### src/design/afc_pkg.sv
`timescale 1ns / 1ps
// Shared types and constants for the ADC conversion frame checker.
// No dependencies; every other design file except afc_fifo imports this package.
package afc_pkg;

  // Configuration register indexes on the write port
  localparam logic [2:0] CFG_CKS_MASK = 3'd0;
  localparam logic [2:0] CFG_CHAN_MAP = 3'd1;
  localparam logic [2:0] CFG_MAX_CODE = 3'd2;
  localparam logic [2:0] CFG_MIN_CODE = 3'd3;
  localparam logic [2:0] CFG_THRESH   = 3'd4;

  // Result status codes
  localparam logic [2:0] STAT_OK    = 3'd0;
  localparam logic [2:0] STAT_LINK  = 3'd1;
  localparam logic [2:0] STAT_CKS   = 3'd2;
  localparam logic [2:0] STAT_CHAN  = 3'd3;
  localparam logic [2:0] STAT_RANGE = 3'd4;

  // Register reset values
  localparam logic [1:0]         RST_CKS_MASK = 2'd0;
  localparam logic [1:0]         RST_CHAN_MAP = 2'd1;
  localparam logic signed [30:0] RST_MAX_CODE = 31'sh3FFF_FFFF;
  localparam logic signed [30:0] RST_MIN_CODE = 31'sh4000_0000;
  localparam logic [7:0]         RST_THRESH   = 8'd200;

  localparam logic [7:0]         CKS_SEED = 8'h5A;
  localparam logic [7:0]         FAIL_MAX = 8'hFF;
  localparam logic signed [23:0] CODE_MAX = 24'sh7F_FFFF;
  localparam logic signed [23:0] CODE_MIN = 24'sh80_0000;

  localparam int DEFAULT_NUM_CHIPS = 2;
  localparam int QUEUE_DEPTH       = 2;

  // Front-side configuration seen by the classifier
  typedef struct packed {
    logic [1:0]         cks_mask;
    logic [1:0]         chan_map;
    logic signed [30:0] max_code;
    logic signed [30:0] min_code;
  } afc_cfg_t;

  // Classified frame passed from the front to the back
  typedef struct packed {
    logic               chip;
    logic               hold;    // chip out of range: leave failure counts alone
    logic [2:0]         status;
    logic signed [23:0] code;
    logic               chan;
  } afc_item_t;

  // Finished result
  typedef struct packed {
    logic [2:0]         status;
    logic signed [23:0] code;
    logic               chan;
    logic               restart;
  } afc_result_t;

endpackage

### src/design/afc_front.sv
`timescale 1ns / 1ps
// Front classifier: link, checksum, channel and range checks on one incoming frame.
// Depends on afc_pkg.
module afc_front #(
  parameter int NUM_CHIPS = afc_pkg::DEFAULT_NUM_CHIPS
) (
  input  logic              chip,
  input  logic [31:0]       frame_word,
  input  logic [7:0]        check_byte,
  input  logic              link_ok,
  input  afc_pkg::afc_cfg_t cfg,
  output afc_pkg::afc_item_t item
);
  import afc_pkg::*;

  logic               chip_ok;
  logic [7:0]         sum;
  logic signed [30:0] val;
  logic signed [30:0] max_code;
  logic signed [30:0] min_code;
  logic signed [24:0] shifted;
  logic signed [23:0] sat_code;

  assign chip_ok  = (NUM_CHIPS > 1) || (chip == 1'b0);
  assign sum      = frame_word[31:24] + frame_word[23:16] + frame_word[15:8]
                  + frame_word[7:0] + CKS_SEED;
  assign val      = frame_word[31:1];
  assign max_code = cfg.max_code;
  assign min_code = cfg.min_code;
  assign shifted  = val[30:6];

  // Clamp the 25-bit shifted value into the signed 24-bit code range
  always_comb begin
    if (shifted[24] != shifted[23]) begin
      sat_code = shifted[24] ? CODE_MIN : CODE_MAX;
    end else begin
      sat_code = shifted[23:0];
    end
  end

  always_comb begin
    item.chip   = chip;
    item.hold   = !chip_ok;
    item.status = STAT_OK;
    item.code   = '0;
    item.chan   = 1'b0;
    if (!chip_ok || !link_ok) begin
      item.status = STAT_LINK;
    end else if (cfg.cks_mask[chip] && (sum != check_byte)) begin
      item.status = STAT_CKS;
    end else begin
      item.chan = frame_word[0];
      if (frame_word[0] != cfg.chan_map[chip]) begin
        item.status = STAT_CHAN;
      end else if ((val > max_code) || (val < min_code)) begin
        item.status = STAT_RANGE;
      end else begin
        item.code = sat_code;
      end
    end
  end

endmodule

### config.mk
export PLATFORM = sky130hd
export DESIGN_NAME = afc_front
export DESIGN_NICKNAME = d
export VERILOG_FILES = /design/src/design/afc_pkg.sv /design/src/design/afc_front.sv
export SDC_FILE = /design/constraint.sdc
export NUM_CORES = 1
export LEC_CHECK = 0
export ABC_AREA = 0
export BUFFER_PORTS_ARGS = -buffer_cell sky130_fd_sc_hd__clkbuf_2
export CAP_MARGIN = 25
export CORE_MARGIN = 2
export CORE_UTILIZATION = 49
export DETAILED_ROUTE_END_ITERATION = 6
export PLACE_DENSITY_LB_ADDON = 0.25
export SLEW_MARGIN = 20
export SYNTH_ARGS = -nofsm -noshare
export SYNTH_HDL_FRONTEND = slang
export SYNTH_SLANG_ARGS = --single-unit
### constraint.sdc
create_clock -name vclk -period 3.9
set_input_delay 0 -clock vclk [all_inputs]
set_output_delay 0 -clock vclk [all_outputs]
set_load 0.02 [all_outputs]
==> results of run 1 <==
==> logic make-up after synthesis <==
family                     synth area share
AOI/OAI and AO/OA                     0.210
xor gates and xnor gates             0.0599
adders and majority gates             0.439
buffers and inverters                 0.148
muxes                               0.00721
other                               0.00135
and+or+nand+nor                       0.134
==> synth_stat cells (all sizes together) (3+ instances only) <==
library cell | instances | area share
a2111oi | 10 | 0.045
a211oi | 4 | 0.011
a21o | 7 | 0.019
a21oi | 37 | 0.068
a31oi | 3 | 0.0068
buf | 5 | 0.013
clkbuf | 5 | 0.0068
fa | 14 | 0.10
ha | 75 | 0.34
inv | 95 | 0.13
nand2 | 14 | 0.019
nand2b | 4 | 0.0090
nand3 | 7 | 0.014
nand4 | 10 | 0.023
nor2 | 7 | 0.0095
nor2b | 5 | 0.011
nor3 | 17 | 0.031
nor4 | 4 | 0.014
o21ai | 13 | 0.023
xnor2 | 14 | 0.044
xor2 | 5 | 0.016
==> layer usage <==
metal | share of wire | wire length (um) | GRT usage
met5 | 0 | 0 | 0
met4 | 0.011 | 86 | 0.0259
met3 | 0.048 | 393 | 0.00682
met2 | 0.50 | 4090 | 0.507
met1 | 0.44 | 3550 | 0.323
==> final timing paths <==
| kind | depth (start not counted) | start | end | slack [ps] |
|---|---|---|---|---|
| setup / recovery | 15 | frame_word[2] | item[18] | 170 |
| hold / removal | 2 | chip | item[29] | 270 |
==> power groups by stage <==
stage | clock (mW) | sequential (mW) | combinational [mW]
after global placement | 0 | 0 | 0.592
after floorplan | 0 | 0 | 0.438
after detailed placement | 0 | 0 | 0.612
after global routing | 0 | 0 | 0.706
after CTS | 0 | 0 | 0.615
final | 0 | 0 | 0.622
==> critical path, stage by stage <==
cell	delay (ps)
clkbuf_2	130
fa_1	570
fa_1	430
ha_1	310
ha_1	220
fa_1	400
a21o_1	180
a21oi_2	140
xnor2_1	90
nor4_2	300
a21o_1	190
nand3_2	100
buf_12	180
a2111oi_2	230
clkbuf_2	230
==> what timing repair did <==
action	in CTS	in global routing
gates resized for setup	0	16
setup buffers	0	1
setup endpoints to repair	0	8
==> metrics by stage <==
stage / TNS (ps) / utilization
floorplan: -43.5 / -
global placement: 0 / 0.644
detailed placement: 0 / 0.644
CTS: 0 / 0.644
global route: -14.5 / 0.651
finish: 0 / 0.651
==> layout by cell type, fill, tap and decap left out, types with 2 or more instances in the layout <==
cell / Yosys / final
nor2b_1: 5 / 5
xor2_1: 5 / 5
a211oi_1: 4 / 4
nor3_1: 17 / 17
a21oi_1: 36 / 36
a31oi_1: 3 / 3
inv_1: 95 / 95
fa_1: 14 / 14
a2111oi_2: 3 / 8
nand2b_1: 4 / 4
nand4_1: 10 / 10
o21ai_0: 13 / 13
buf_4: 2 / 2
nand2_1: 14 / 14
o2111ai_1: 2 / 2
ha_1: 75 / 75
nor4_1: 2 / 2
xnor2_1: 14 / 14
mux2i_1: 2 / 2
a21o_1: 7 / 7
nor4_2: 2 / 2
buf_2: 2 / 6
clkbuf_2: 0 / 131
nand3_1: 6 / 6
o21a_1: 2 / 2
nor2_1: 7 / 7
==> cell type report <==
class	count	share of cell area
inverter	95	0.100
timing repair buffer	140	0.202
tap	72	0.0253
multi-input combinational	267	0.672
==> impl_metrics.json, run 1 <==
{
  "run_status": "completed",
  "largest_net_degree_at_the_start_of_global_routing": 26,
  "p_sw_mw": 0.346,
  "final_setup_violation_count": 0,
  "final-seq-area_um2": 0,
  "synthesis.area_mm2": 0.00278,
  "ios": 138,
  "rsz_0062_raised_after_global_routing": "yes",
  "power_density_mw_per_mm2": 175,
  "drv.max_cap_violation_count": 0,
  "fin_cells": 574,
  "element_type_at_the_critical_path_end": "output port",
  "drtPass1Iterations": 4,
  "holdWs_ps": 266,
  "postSynthNetCount": 569,
  "total_track_usage": 0.259,
  "vias_in_the_first_global_route": 2981,
  "multiInputGateArea_mm2": 0.00240,
  "synth_seq_area_share": 0,
  "portion_of_total_power_attributed_to_the_clock_network": 0,
  "n_clock_buffer": 0,
  "first_pass_grt_wire_length_um": 13200,
  "power.static_leakage_nw": 2.12,
  "seq_cell_count": 0,
  "crit_path_start_kind": "input pin",
  "drt_drc_violations_left": 0,
  "design.final.nets": 701,
  "max_freq_ghz": 0.268,
  "timing.final.ws_setup_ps": 173,
  "placed_cell_area_mm2": 0.00352,
  "vias_per_instance": 5.28,
  "route.antenna.remaining_nets": 0,
  "vdd_drop_max_mv": 0.128,
  "final_area_mm2": 0.00356,
  "start_util": 0.507,
  "power.share.combinational": 1.000,
  "synth_cells": 372,
  "grt-ovfl-total": 0,
  "critical_path_required_ps": 3900,
  "p_seq_frac": 0,
  "power.internal_mw": 0.276,
  "total_of_hold_buffers_inserted_after_clock_tree_synthesis": 0,
  "finalWeightedCongestion": 0.891,
  "totalWireLength_um": 8110,
  "min-delay-path-class": "input pin to output port",
  "worst-endpoint-arrival_ps": 3730,
  "finalHoldViolations": 0,
  "layout.filler_cells": 532,
  "final_period_minus_worst_setup_slack_ps": 3730,
  "floorplan.core_area_mm2": 0.00547,
  "floorplan.rows": 27,
  "dieWidth_um": 79.3,
  "timing_max_transition_violations_final": 0,
  "syn_avg_cell_area_um2": 7.46,
  "vias": 3030,
  "antenna_cells_inserted": 0,
  "placed_cells": 573,
  "preCtsSetupSlack_ps": 14.4,
  "period_share": 0.956,
  "dieArea_mm2": 0.00628,
  "half_perimeter_wire_length_of_the_detailed_placement_result_um": 7230,
  "transition_time_at_the_pin_with_the_least_slew_margin_ps": 1310,
  "worst_slew_margin_rel": 0.123,
  "grt_antenna_before_repair": 0,
  "chipHeight_um": 79.3,
  "p_sw_frac": 0.556,
  "synth.yosys.warnings": 0,
  "place.port_buffers": 137,
  "path_class": "input pin to output port",
  "power.total_mw": 0.622,
  "area_growth_synth_to_finish_pct": 28.3,
  "synth.distinct_cells": 42,
  "crit_path_max_fanout": 25,
  "final_layout_size_suffix_gt1_frac": 0.307,
  "post_drt_wl_per_cell_um": 14.1,
  "drt-initial-drc-count": 113
}
Power figures use the tool's default switching activity.
==> run 2: changes to the inputs <==
CORE_ASPECT_RATIO = 0.7   (was default)
SKIP_LAST_GASP = 1   (was default)
==> run 2 against run 1 <==
Compared with the run above: non-clock buffer count increased by 5; routed wire length up 2.6%; hold slack gained 4.1 ps; final cell count grew 0.87%; critical path depth rose by 1; global-route usage down 1.2 points; first-iteration DRC count increased by 9.7%; total power increased by 4.2%; die area is 0.15% higher; highest routed layer unchanged; cell area up 1.5%; sequential cell count unchanged.
==> impl_metrics.json, run 2 (synthesis gave the netlist of run 1 again) <==
{
  "run_status": "completed",
  "min-delay-path-class": "input pin to output port",
  "cpMostUsedCell": "fa_1",
  "floorplan.core_area_mm2": 0.00534,
  "vias": 3016,
  "crit_path_max_fanout": 12,
  "total_track_usage": 0.247,
  "layout.filler_cells": 494,
  "largest_net_degree_at_the_start_of_global_routing": 26,
  "drt-initial-drc-count": 124,
  "final_cell_mix": "clkbuf_2, inv_1, ha_1",
  "drv.max_cap_violation_count": 0,
  "setup_tns_ps": 0,
  "path_class": "input pin to output port",
  "vias_in_the_first_global_route": 2683,
  "final_period_minus_worst_setup_slack_ps": 3860,
  "power.internal_mw": 0.281,
  "worst_slew_margin_rel": 0.311,
  "placed_cell_area_mm2": 0.00355,
  "dieWidth_um": 94.0,
  "n_clock_buffer": 0,
  "crit_path_start_kind": "input pin",
  "post_drt_wl_per_cell_um": 14.4,
  "dieArea_mm2": 0.00629,
  "antenna_cells_inserted": 0,
  "final-seq-area_um2": 0,
  "first_pass_grt_wire_length_um": 12400,
  "p_sw_mw": 0.368,
  "max_stage_delay_ps": 490,
  "worst-endpoint-arrival_ps": 3860,
  "total_of_hold_buffers_inserted_after_clock_tree_synthesis": 0,
  "finalHoldViolations": 0,
  "design.final.nets": 706,
  "p_seq_frac": 0,
  "half_perimeter_wire_length_of_the_detailed_placement_result_um": 7360,
  "multiInputGateArea_mm2": 0.00241,
  "grt-ovfl-total": 0,
  "rsz_0062_raised_after_global_routing": "yes",
  "path_cells": "clkbuf_2, fa_1, fa_1, inv_1, fa_1, inv_1, ha_2, fa_1, xnor2_1, nand4_1, nor4_2, a21o_1, nand3_4, buf_4, a2111oi_2, buf_2",
  "p_sw_frac": 0.567,
  "ios": 138,
  "totalWireLength_um": 8330,
  "portion_of_total_power_attributed_to_the_clock_network": 0,
  "critical_path_required_ps": 3900,
  "power.total_mw": 0.648,
  "floorplan.rows": 22,
  "power_density_mw_per_mm2": 179,
  "period_share": 0.990,
  "timing_max_transition_violations_final": 0,
  "final_common_cell": "clkbuf_2",
  "start_util": 0.520,
  "grt_antenna_before_repair": 0,
  "element_type_at_the_critical_path_end": "output port",
  "finalWeightedCongestion": 0.932,
  "drtPass1Iterations": 4,
  "final_layout_size_suffix_gt1_frac": 0.314,
  "place.port_buffers": 137,
  "power.share.combinational": 1.000,
  "max_freq_ghz": 0.259,
  "power.static_leakage_nw": 2.15,
  "seq_cell_count": 0,
  "vias_per_instance": 5.21,
  "area_growth_synth_to_finish_pct": 30.2,
  "final_setup_violation_count": 0,
  "cpMaxStageDelayCell": "fa_1",
  "drt_drc_violations_left": 0,
  "vdd_drop_max_mv": 0.117,
  "route.antenna.remaining_nets": 0,
  "transition_time_at_the_pin_with_the_least_slew_margin_ps": 1030,
  "chipHeight_um": 67.0,
  "final_area_mm2": 0.00362
}
## run 2: changes by cell type in the layout (fill, tap and decap cells not counted), sizes merged
cell / previous run / this run
clkbuf: 131 / 125
buf: 9 / 20
## run 2: power by group through the flow
stage,Sequential [mW],Clock [mW],Combinational [mW]
after floorplan,0,0,0.438
after global routing,0,0,0.713
final,0,0,0.648
after detailed placement,0,0,0.617
after global placement,0,0,0.600
after CTS,0,0,0.621
## run 2: final timing paths
check                    startpoint       end  slack (ps)  cells after the start
worst max-delay path  frame_word[0]  item[23]          40                     16
worst min-delay path           chip  item[29]         270                      2
## run 2: repair_timing
item,in CTS,in global routing
gates resized for setup,0,23
buffers inserted,0,1
setup endpoints to repair,0,24
## run 2: final cells by class
| type | count | area share |
|---|---|---|
| multi-input combinational | 267 | 0.666 |
| timing repair buffer | 145 | 0.210 |
| inverter | 95 | 0.0986 |
| tap | 72 | 0.0249 |
## run 2: routing by layer
metal | global-route usage | wire length (um)
met1 | 0.383 | 4090
met2 | 0.392 | 3710
met3 | 0.0113 | 490
met4 | 0.0127 | 42
met5 | 0 | 0
## run 2: critical path, delay by kind of cell
kind	cells	cell delay, ps
fa+ha+maj	5	1920
buf+inv	5	710
xor+xnor	1	170
simple gates	3	600
compound gates	2	460
## run 2: stage by stage
step	hold slack, ps	cells	setup WS [ps]	util
final	270	579	38.9	0.677
after global routing	284	579	-132	0.677
after CTS	272	577	26.3	0.666
after detailed placement	271	577	45.3	0.666
after global placement	266	577	122	0.666
after floorplan	113	372	-8.70	-
